File: src/sv/owm_pkg.sv
// Shared types and constants for the one-wire bus master.
// Used by owm_cfg_regs and one_wire_bus_master; depends on nothing else.
package owm_pkg;

    localparam int BITS_PER_BYTE = 8;
    localparam int BIT_POS_W     = $clog2(BITS_PER_BYTE);
    localparam int TIME_W        = 10;
    localparam int CFG_INDEX_W   = 4;
    localparam int NUM_REGS      = 8;

    // Register indexes on the configuration port
    localparam logic [CFG_INDEX_W-1:0] REG_RESET_LOW     = 4'd0;
    localparam logic [CFG_INDEX_W-1:0] REG_PRESENCE_WAIT = 4'd1;
    localparam logic [CFG_INDEX_W-1:0] REG_RESET_REC     = 4'd2;
    localparam logic [CFG_INDEX_W-1:0] REG_WRITE_LOW     = 4'd3;
    localparam logic [CFG_INDEX_W-1:0] REG_WRITE_HOLD    = 4'd4;
    localparam logic [CFG_INDEX_W-1:0] REG_READ_LOW      = 4'd5;
    localparam logic [CFG_INDEX_W-1:0] REG_READ_SAMPLE   = 4'd6;
    localparam logic [CFG_INDEX_W-1:0] REG_READ_REC      = 4'd7;

    // Reset values, in microsecond ticks
    localparam logic [TIME_W-1:0] RST_RESET_LOW     = 10'd500;
    localparam logic [TIME_W-1:0] RST_PRESENCE_WAIT = 10'd70;
    localparam logic [TIME_W-1:0] RST_RESET_REC     = 10'd500;
    localparam logic [TIME_W-1:0] RST_WRITE_LOW     = 10'd10;
    localparam logic [TIME_W-1:0] RST_WRITE_HOLD    = 10'd50;
    localparam logic [TIME_W-1:0] RST_READ_LOW      = 10'd5;
    localparam logic [TIME_W-1:0] RST_READ_SAMPLE   = 10'd5;
    localparam logic [TIME_W-1:0] RST_READ_REC      = 10'd50;

    // Command opcodes
    localparam logic [1:0] OP_RESET = 2'd0;
    localparam logic [1:0] OP_WRITE = 2'd1;
    localparam logic [1:0] OP_READ  = 2'd2;

    typedef struct packed {
        logic [TIME_W-1:0] reset_low_time;
        logic [TIME_W-1:0] presence_wait_time;
        logic [TIME_W-1:0] reset_recovery_time;
        logic [TIME_W-1:0] write_low_time;
        logic [TIME_W-1:0] write_hold_time;
        logic [TIME_W-1:0] read_low_time;
        logic [TIME_W-1:0] read_sample_time;
        logic [TIME_W-1:0] read_recovery_time;
    } timing_t;

    typedef struct packed {
        logic       command_valid;
        logic [1:0] opcode;
        logic [7:0] send_byte;
        logic       line_level;
        logic       us_tick;
    } cmd_t;

    typedef struct packed {
        logic       drive_low;
        logic       busy_res;
        logic       done_res;
        logic       presence_level;
        logic [7:0] received_byte;
    } res_t;

    typedef enum logic [9:0] {
        PH_IDLE     = 10'b00_0000_0001,
        PH_RST_LOW  = 10'b00_0000_0010,
        PH_RST_WAIT = 10'b00_0000_0100,
        PH_RST_REC  = 10'b00_0000_1000,
        PH_WR_LOW   = 10'b00_0001_0000,
        PH_WR_HOLD  = 10'b00_0010_0000,
        PH_WR_REL   = 10'b00_0100_0000,
        PH_RD_LOW   = 10'b00_1000_0000,
        PH_RD_WAIT  = 10'b01_0000_0000,
        PH_RD_REC   = 10'b10_0000_0000
    } phase_t;

endpackage

File: src/sv/owm_cfg_regs.sv
// Timing register file of the one-wire bus master.
// Depends on owm_pkg for the register indexes, reset values and timing_t.
module owm_cfg_regs (
    input  logic                               clk,
    input  logic                               rst_n,
    input  logic                               cfg_valid,
    output logic                               cfg_ready,
    input  logic [owm_pkg::CFG_INDEX_W-1:0]    cfg_index,
    input  logic [owm_pkg::TIME_W-1:0]         cfg_data,
    output owm_pkg::timing_t                   timing
);

    owm_pkg::timing_t timing_reg;
    owm_pkg::timing_t timing_next;

    assign cfg_ready = 1'b1;
    assign timing    = timing_reg;

    always_comb
    begin
        timing_next = timing_reg;
        if (cfg_valid)
        begin
            // indexes past the last register are dropped
            unique case (cfg_index)
                owm_pkg::REG_RESET_LOW:     timing_next.reset_low_time      = cfg_data;
                owm_pkg::REG_PRESENCE_WAIT: timing_next.presence_wait_time  = cfg_data;
                owm_pkg::REG_RESET_REC:     timing_next.reset_recovery_time = cfg_data;
                owm_pkg::REG_WRITE_LOW:     timing_next.write_low_time      = cfg_data;
                owm_pkg::REG_WRITE_HOLD:    timing_next.write_hold_time     = cfg_data;
                owm_pkg::REG_READ_LOW:      timing_next.read_low_time       = cfg_data;
                owm_pkg::REG_READ_SAMPLE:   timing_next.read_sample_time    = cfg_data;
                owm_pkg::REG_READ_REC:      timing_next.read_recovery_time  = cfg_data;
                default:                    timing_next = timing_reg;
            endcase
        end
    end

    always_ff @(posedge clk or negedge rst_n)
    begin
        if (!rst_n)
        begin
            timing_reg.reset_low_time      <= owm_pkg::RST_RESET_LOW;
            timing_reg.presence_wait_time  <= owm_pkg::RST_PRESENCE_WAIT;
            timing_reg.reset_recovery_time <= owm_pkg::RST_RESET_REC;
            timing_reg.write_low_time      <= owm_pkg::RST_WRITE_LOW;
            timing_reg.write_hold_time     <= owm_pkg::RST_WRITE_HOLD;
            timing_reg.read_low_time       <= owm_pkg::RST_READ_LOW;
            timing_reg.read_sample_time    <= owm_pkg::RST_READ_SAMPLE;
            timing_reg.read_recovery_time  <= owm_pkg::RST_READ_REC;
        end
        else
        begin
            timing_reg <= timing_next;
        end
    end

endmodule

File: src/sv/one_wire_bus_master.sv
// Top level of the one-wire bus master: phase sequencer, slot timer and result register.
// Depends on owm_pkg and owm_cfg_regs.
//
// Each request on cmd is one clock cycle of bus activity: it carries the command offer,
// the sampled line level and the microsecond tick for that cycle. The block takes one
// request per clock while res_ready keeps up and returns exactly one result per request,
// registered, so it shows on res in the cycle after its request; cmd_ready stays high unless
// a result on res is still unread. All bus timing is counted in us_tick pulses against the
// eight timing registers on the cfg port (index 0 to 7, written any time, always ready; a
// value of 0 behaves as 1). A reset command samples presence at the end of the wait phase;
// a read command samples one bit per slot, LSB first, and the byte appears on received_byte
// when the command finishes. Commands offered while busy, and opcode 3, are ignored.
module one_wire_bus_master (
    input  logic                            clk,
    input  logic                            rst_n,
    input  logic                            cmd_valid,
    output logic                            cmd_ready,
    input  owm_pkg::cmd_t                   cmd,
    output logic                            res_valid,
    input  logic                            res_ready,
    output owm_pkg::res_t                   res,
    input  logic                            cfg_valid,
    output logic                            cfg_ready,
    input  logic [owm_pkg::CFG_INDEX_W-1:0] cfg_index,
    input  logic [owm_pkg::TIME_W-1:0]      cfg_data
);

    localparam int TW = owm_pkg::TIME_W;
    localparam int BW = owm_pkg::BIT_POS_W;
    localparam logic [BW-1:0] LAST_BIT = BW'(owm_pkg::BITS_PER_BYTE - 1);

    owm_pkg::timing_t timing;

    owm_pkg::phase_t  phase_reg, phase_next;
    logic [TW-1:0]    tick_cnt_reg, tick_cnt_next;
    logic [BW-1:0]    bit_pos_reg, bit_pos_next;
    logic [7:0]       tx_shift_reg, tx_shift_next;
    logic [7:0]       rx_shift_reg, rx_shift_next;
    logic             presence_reg, presence_next;
    logic [7:0]       rd_result_reg, rd_result_next;
    owm_pkg::res_t    res_reg, res_next;
    logic             res_valid_reg;

    logic [TW-1:0]    duration;
    logic             timed;
    logic             expired;
    logic [TW:0]      cnt_plus;
    logic             done;
    logic             accept;

    owm_cfg_regs u_cfg (
        .clk       (clk),
        .rst_n     (rst_n),
        .cfg_valid (cfg_valid),
        .cfg_ready (cfg_ready),
        .cfg_index (cfg_index),
        .cfg_data  (cfg_data),
        .timing    (timing)
    );

    assign cmd_ready = !res_valid_reg || res_ready;
    assign accept    = cmd_valid && cmd_ready;
    assign res_valid = res_valid_reg;
    assign res       = res_reg;

    // duration of the current timed phase
    always_comb
    begin
        timed    = 1'b1;
        duration = timing.reset_low_time;
        unique case (phase_reg)
            owm_pkg::PH_RST_LOW:  duration = timing.reset_low_time;
            owm_pkg::PH_RST_WAIT: duration = timing.presence_wait_time;
            owm_pkg::PH_RST_REC:  duration = timing.reset_recovery_time;
            owm_pkg::PH_WR_LOW:   duration = timing.write_low_time;
            owm_pkg::PH_WR_HOLD:  duration = timing.write_hold_time;
            owm_pkg::PH_RD_LOW:   duration = timing.read_low_time;
            owm_pkg::PH_RD_WAIT:  duration = timing.read_sample_time;
            owm_pkg::PH_RD_REC:   duration = timing.read_recovery_time;
            default:              timed = 1'b0;
        endcase
    end

    assign cnt_plus = {1'b0, tick_cnt_reg} + {{TW{1'b0}}, 1'b1};
    assign expired  = timed && cmd.us_tick && (cnt_plus >= {1'b0, duration});

    always_comb
    begin
        phase_next     = phase_reg;
        tick_cnt_next  = tick_cnt_reg;
        bit_pos_next   = bit_pos_reg;
        tx_shift_next  = tx_shift_reg;
        rx_shift_next  = rx_shift_reg;
        presence_next  = presence_reg;
        rd_result_next = rd_result_reg;
        done           = 1'b0;

        if (timed && cmd.us_tick)
            tick_cnt_next = expired ? '0 : cnt_plus[TW-1:0];

        unique case (phase_reg)
            owm_pkg::PH_IDLE:
            begin
                if (cmd.command_valid && (cmd.opcode == owm_pkg::OP_RESET ||
                    cmd.opcode == owm_pkg::OP_WRITE || cmd.opcode == owm_pkg::OP_READ))
                begin
                    tick_cnt_next = '0;
                    bit_pos_next  = '0;
                    if (cmd.opcode == owm_pkg::OP_RESET)
                        phase_next = owm_pkg::PH_RST_LOW;
                    else if (cmd.opcode == owm_pkg::OP_WRITE)
                    begin
                        tx_shift_next = cmd.send_byte;
                        phase_next    = owm_pkg::PH_WR_LOW;
                    end
                    else
                    begin
                        rx_shift_next = '0;
                        phase_next    = owm_pkg::PH_RD_LOW;
                    end
                end
            end
            owm_pkg::PH_RST_LOW:
                if (expired) phase_next = owm_pkg::PH_RST_WAIT;
            owm_pkg::PH_RST_WAIT:
                if (expired)
                begin
                    presence_next = cmd.line_level;
                    phase_next    = owm_pkg::PH_RST_REC;
                end
            owm_pkg::PH_RST_REC:
                if (expired)
                begin
                    phase_next = owm_pkg::PH_IDLE;
                    done       = 1'b1;
                end
            owm_pkg::PH_WR_LOW:
                if (expired) phase_next = owm_pkg::PH_WR_HOLD;
            owm_pkg::PH_WR_HOLD:
                if (expired) phase_next = owm_pkg::PH_WR_REL;
            owm_pkg::PH_WR_REL:
            begin
                // release phase after each write slot, before the next slot or the end of the command
                if (bit_pos_reg == LAST_BIT)
                begin
                    phase_next = owm_pkg::PH_IDLE;
                    done       = 1'b1;
                end
                else
                begin
                    bit_pos_next = bit_pos_reg + 1'b1;
                    phase_next   = owm_pkg::PH_WR_LOW;
                end
            end
            owm_pkg::PH_RD_LOW:
                if (expired) phase_next = owm_pkg::PH_RD_WAIT;
            owm_pkg::PH_RD_WAIT:
                if (expired)
                begin
                    rx_shift_next[bit_pos_reg] = rx_shift_reg[bit_pos_reg] | cmd.line_level;
                    phase_next = owm_pkg::PH_RD_REC;
                end
            owm_pkg::PH_RD_REC:
                if (expired)
                begin
                    if (bit_pos_reg == LAST_BIT)
                    begin
                        rd_result_next = rx_shift_reg;
                        phase_next     = owm_pkg::PH_IDLE;
                        done           = 1'b1;
                    end
                    else
                    begin
                        bit_pos_next = bit_pos_reg + 1'b1;
                        phase_next   = owm_pkg::PH_RD_LOW;
                    end
                end
            default:
                phase_next = owm_pkg::PH_IDLE;
        endcase
    end

    // result reflects the state after this cycle's update
    always_comb
    begin
        res_next                = '0;
        res_next.busy_res       = (phase_next != owm_pkg::PH_IDLE);
        res_next.done_res       = done;
        res_next.presence_level = presence_next;
        res_next.received_byte  = rd_result_next;
        case (phase_next) inside
            owm_pkg::PH_RST_LOW, owm_pkg::PH_WR_LOW, owm_pkg::PH_RD_LOW:
                res_next.drive_low = 1'b1;
            owm_pkg::PH_WR_HOLD:
                res_next.drive_low = ~tx_shift_next[bit_pos_next];
            default:
                res_next.drive_low = 1'b0;
        endcase
    end

    always_ff @(posedge clk or negedge rst_n)
    begin
        if (!rst_n)
        begin
            phase_reg     <= owm_pkg::PH_IDLE;
            tick_cnt_reg  <= '0;
            bit_pos_reg   <= '0;
            tx_shift_reg  <= '0;
            rx_shift_reg  <= '0;
            presence_reg  <= 1'b1;
            rd_result_reg <= '0;
            res_valid_reg <= 1'b0;
        end
        else
        begin
            if (accept)
            begin
                phase_reg     <= phase_next;
                tick_cnt_reg  <= tick_cnt_next;
                bit_pos_reg   <= bit_pos_next;
                tx_shift_reg  <= tx_shift_next;
                rx_shift_reg  <= rx_shift_next;
                presence_reg  <= presence_next;
                rd_result_reg <= rd_result_next;
                res_valid_reg <= 1'b1;
            end
            else if (res_ready)
            begin
                res_valid_reg <= 1'b0;
            end
        end
    end

    always_ff @(posedge clk)
    begin
        if (accept)
            res_reg <= res_next;
    end

endmodule
File: config.mk
export PLATFORM = sky130hd
export DESIGN_NAME = one_wire_bus_master
export DESIGN_NICKNAME = d
export VERILOG_FILES = /design/src/sv/owm_pkg.sv /design/src/sv/owm_cfg_regs.sv /design/src/sv/one_wire_bus_master.sv
export SDC_FILE = /design/constraint.sdc
export NUM_CORES = 1
export LEC_CHECK = 0
export ABC_AREA = 1
export BUFFER_PORTS_ARGS = -buffer_cell sky130_fd_sc_hd__buf_4
export CORE_MARGIN = 4
export CORE_UTILIZATION = 28
export CTS_BUF_LIST = sky130_fd_sc_hd__clkbuf_4
export DETAILED_ROUTE_END_ITERATION = 7
export SETUP_SLACK_MARGIN = 0.2
export SLEW_MARGIN = 20
export SYNTH_ARGS = -nofsm -noshare
export SYNTH_HDL_FRONTEND = slang
export SYNTH_SLANG_ARGS = --single-unit
File: constraint.sdc
create_clock -name clk -period 5.3 [get_ports clk]
set_input_delay 0.53 -clock clk [delete_from_list [all_inputs] [get_ports clk]]
set_output_delay 0.53 -clock clk [all_outputs]
set_load 0.05 [all_outputs]
==> summary by stage <==
Clock tree
The number of post-CTS setup repair buffers is 0. CTS placed an instance of sky130_fd_sc_hd__clkbuf_4 at the clock tree root. Clock tree synthesis found a total of 141 sinks. The depth of the CTS H-tree is 4. The TritonCTS clock tree is built. The maximum buffer depth of the clock tree is 2. For the worst-skew pair, the clock arrives at the later sink with an insertion delay of 0.57 ns.

The clock-pin slew reported for the worst setup and hold paths after clock tree synthesis is 0.13 ns. Counting the buffers created by CTS gives 17.

Global routing
The via count of the first global-routing pass is 5,838. The total overflow left after global routing is 0. The number of antenna violations at the first check in global routing was 0.

The global routing usage summed across all routing layers is 13.0%. The first-pass GRT wire length is 30.5 mm. Entering global routing, the biggest net connects 59 pins.

Finish
From synthesis to final layout, the design area changed by 13.4%. The repair_antennas step left the layout with diodes totalling 0. For this run, the share of the core covered by cells in the final layout is 32.3%. The layout cell share with drive strength beyond 1 is 18.4%. After filler insertion, the fill cell instance count of the layout stands at 2,743. The final-stage net count is 960.

The finished layout holds 1,264 standard cells, fillers aside. Summing all non-filler instances in the final layout gives an area of 0.00843 mm^2. The register with the most flip-flops in the layout has 80 of them.

Timing
After layout, the worst path uses 83.2% of the clock period. Measured against its own limit, the worst slew margin works out to 39.5%. The setup TNS is 0 ns. The final critical path time including I/O delays and setup is 4.41 ns. The total count of max-transition violations in the final report came to 0. Across all setup checks in the final design, the least slack found is 0.892 ns. On the final layout, the worst clock skew is 0.0186 ns. The highest clock frequency the design can meet is 227 MHz. The number of hold violations in the final report is 0. For the pin with the worst max-slew slack, the measured transition is 0.905 ns. Setup repair after global routing left no endpoint under its margin. The count of final setup violators is 0.

Place
OpenSTA, run right after detailed placement, puts the worst setup slack at 0.666 ns. Routability-driven placement finished with a final weighted congestion of 0.844. The placed wire-length estimate is 13.2 mm. Port buffering added 45 buffers. Including well taps, the total number of placed cells is 1,231.

After detailed placement, the total cell area comes to 0.00810 mm^2.

Min path
The path class of the tightest hold or removal check is primary input to flop.

Worst setup path
The cell family contributing the most delay on the critical path is simple AND/OR/NAND/NOR gates. The data required time of the critical path is 5.64 ns. The highest cell delay on the worst timing path is 0.58 ns. The data arrival time of the critical path is 4.74 ns. The setup path with the least slack is of type flop to flop. The cell type of the slowest stage on the worst timing path is sky130_fd_sc_hd__dfstp_2.

STA classifies the critical path endpoint as a flop. Traced cell by cell, the critical path runs through nor2_4 -> nand2_4 -> nor2_1 -> nand2_1 -> inv_1 -> nor3_2 -> inv_2 -> nand3_1 -> o21ai_0 -> ha_1 -> nand2_1 -> nor2_1 -> nand2_1 -> nand2_1 -> nand2_1 -> nand3_1 -> nand3_4 -> a21boi_2 -> nor2_1 -> a211oi_2 -> nand2_1 -> nor2_1 -> nand2_1. In this run the register-to-register setup slack is 0.89 ns. The buffering stage count on the worst path with inverters included is 2. Counting stages on the worst path, the most repeated cell is sky130_fd_sc_hd__nand2_1. The largest driver fanout on the critical path is 17. The startpoint type of the worst setup path is a flop.

Synth
Sorting the synthesized cells by how often they occur yields 207 x sky130_fd_sc_hd__nand2_1, 144 x sky130_fd_sc_hd__o21ai_0, 100 x sky130_fd_sc_hd__dfrtp_1, 98 x sky130_fd_sc_hd__inv_1, 39 x sky130_fd_sc_hd__nor2_1. sky130_fd_sc_hd__nand2_1 is the most common cell in the netlist. The number of synthesized flops with an enable pin is 12. The largest total area in the synthesized netlist belongs to sky130_fd_sc_hd__dfrtp_1. The flip-flop cell with the highest count after synthesis is sky130_fd_sc_hd__dfrtp_1. In the synthesized netlist the async set-or-reset flop fraction comes to 91.5%. The total of warnings raised by yosys is 0. The share of synthesized area in the top cell type comes to 33.7%. The cell area after synthesis is 0.00743 mm^2. The total nets after synthesis is 920.

The number of storage elements in the synthesis netlist is 141. The synthesized area per cell is 8.49 um^2. By area the synthesized netlist is led by sky130_fd_sc_hd__dfrtp_1 34%, sky130_fd_sc_hd__nand2_1 10%, sky130_fd_sc_hd__dfstp_2 10%.

The share of the Yosys chip area taken by registers is 48.8%. Counting distinct cell types in the post-synthesis netlist gives 50. Synthesis handed over a netlist of 876 instances.

Detailed routing
For this run, design rule violations remaining after detail routing come to 0. In this run the remaining antenna-violating nets after routing total 0. The first-iteration detailed-routing DRC count is 383. After detailed routing, the number of vias per cell comes to 4.77. The first-pass iteration count of the detailed router is 5. The overall routed net length is 18.6 mm.

After detailed routing, the average wire length per cell comes to 14.8 um. Summing over every cut layer, the via total after detailed routing is 6,024.

Pwr
VDD sags by at most 181 uV. In this run the power density over the cells is 418 mW/mm^2. The analysis attributes to cell leakage a power of 0.00392 uW.

Floorplan
The area of the core is 0.0261 mm^2. In this run the core area contains 59 standard-cell rows. The area enclosed by the die boundary is 0.0292 mm^2. Measured along the x axis, the die boundary spans 171 um. The overall die height is 171 um.

Once the floorplan was initialized, standard cells occupied 28.5% of the core. The boundary pin count is 47.

Outcome
The flow ran to the end, and the final reports show no timing, DRC or antenna violations.

Job
Max-cap violations in this run came to 0.
==> worst register-to-register path, cell delays in order, from the launching register on <==
cell and delay (ns):
sky130_fd_sc_hd__dfstp_2 0.58, sky130_fd_sc_hd__nor2_4 0.06, sky130_fd_sc_hd__nand2_4 0.13, sky130_fd_sc_hd__nor2_1 0.06, sky130_fd_sc_hd__nand2_1 0.13, sky130_fd_sc_hd__inv_1 0.24, sky130_fd_sc_hd__nor3_2 0.52, sky130_fd_sc_hd__inv_2 0.19
sky130_fd_sc_hd__nand3_1 0.12, sky130_fd_sc_hd__o21ai_0 0.11, sky130_fd_sc_hd__ha_1 0.31, sky130_fd_sc_hd__nand2_1 0.07, sky130_fd_sc_hd__nor2_1 0.17, sky130_fd_sc_hd__nand2_1 0.07, sky130_fd_sc_hd__nand2_1 0.06, sky130_fd_sc_hd__nand2_1 0.05
sky130_fd_sc_hd__nand3_1 0.21, sky130_fd_sc_hd__nand3_4 0.28, sky130_fd_sc_hd__a21boi_2 0.28, sky130_fd_sc_hd__nor2_1 0.07, sky130_fd_sc_hd__a211oi_2 0.19, sky130_fd_sc_hd__nand2_1 0.08, sky130_fd_sc_hd__nor2_1 0.13, sky130_fd_sc_hd__nand2_1 0.08
==> path summary, 6_finish.rpt <==
path | to | cells after the start | startpoint
max in group asynchronous | u_cfg.timing[9] | 3 | rst_n
worst max register to register | res[11] | 23 | phase_reg[0]
min in group asynchronous | tx_shift_reg[4] | 2 | rst_n
worst min register to register | u_cfg.timing[79] | 2 | u_cfg.timing[79]
worst min-delay path | res_valid | 4 | res_ready
worst max-delay path | res[11] | 23 | phase_reg[0]
==> power breakdown <==
part           internal [uW]  total [uW]  switching (uW)
logic                    413        1170             760
clock network            380         795             415
registers               1380        1550             174
total                   2170        3520            1350
==> what timing repair did <==
item	4_1_cts	5_1_grt
hold buffers	1	0
endpoints found under the setup margin	0	1
hold endpoints to repair	32	0
resized for setup	0	1
==> cell usage in the layout, fill, tap and decap left out, types with 12 or more instances in the layout <==
cell	count
sky130_fd_sc_hd__nand3_1	33
sky130_fd_sc_hd__a21oi_1	18
sky130_fd_sc_hd__nand2_2	13
sky130_fd_sc_hd__dfrtp_1	100
sky130_fd_sc_hd__nor2_1	39
sky130_fd_sc_hd__buf_4	51
sky130_fd_sc_hd__edfxtp_1	12
sky130_fd_sc_hd__o21ai_0	144
sky130_fd_sc_hd__dfstp_2	29
sky130_fd_sc_hd__clkbuf_4	19
sky130_fd_sc_hd__ha_1	12
sky130_fd_sc_hd__nand2_1	207
sky130_fd_sc_hd__a221oi_1	17
sky130_fd_sc_hd__inv_1	97
==> per-stage QoR <==
stage                     hold WS [ns]  power [uW]
final                            0.223        3520
after CTS                        0.193        3540
after detailed placement         0.469        2750
after floorplan                  0.234        2420
after global routing             0.221        3790
after global placement           0.461        2710
==> kinds of logic (layout without fill, tap and decap cells) <==
| family | count (synthesis) | after routing | synth area share [%] |
|---|---|---|---|
| DFF | 141 | 141 | 48.8 |
| and+or+nand+nor | 340 | 340 | 21.6 |
| muxes | 4 | 4 | 0.539 |
| AOI/OAI and AO/OA | 230 | 230 | 18.6 |
| adders and majority gates | 12 | 12 | 2.02 |
| other | 1 | 1 | 0.0504 |
| xor gates and xnor gates | 10 | 10 | 1.18 |
| buffers and inverters | 138 | 191 | 7.25 |
==> per-layer routing <==
layer  GRT usage, %  wire (um)  vias up
met3           2.77        985       23
met5              0          0        -
met4           3.34        271        0
met1           18.3       9010     2843
li1               -          -     3018
met2           20.6       8380      140
==> area by class of cell <==
cell class | instances | area [um^2] | area share (%)
inverter | 107 | 402 | 4.77
clock inverter | 13 | 173 | 2.05
clock buffer | 19 | 143 | 1.69
timing repair buffer | 52 | 393 | 4.66
tap | 335 | 419 | 4.97
multi-input combinational | 597 | 3270 | 38.9
sequential | 141 | 3620 | 43.0
Note: power is estimated with default switching activity, not from simulation.
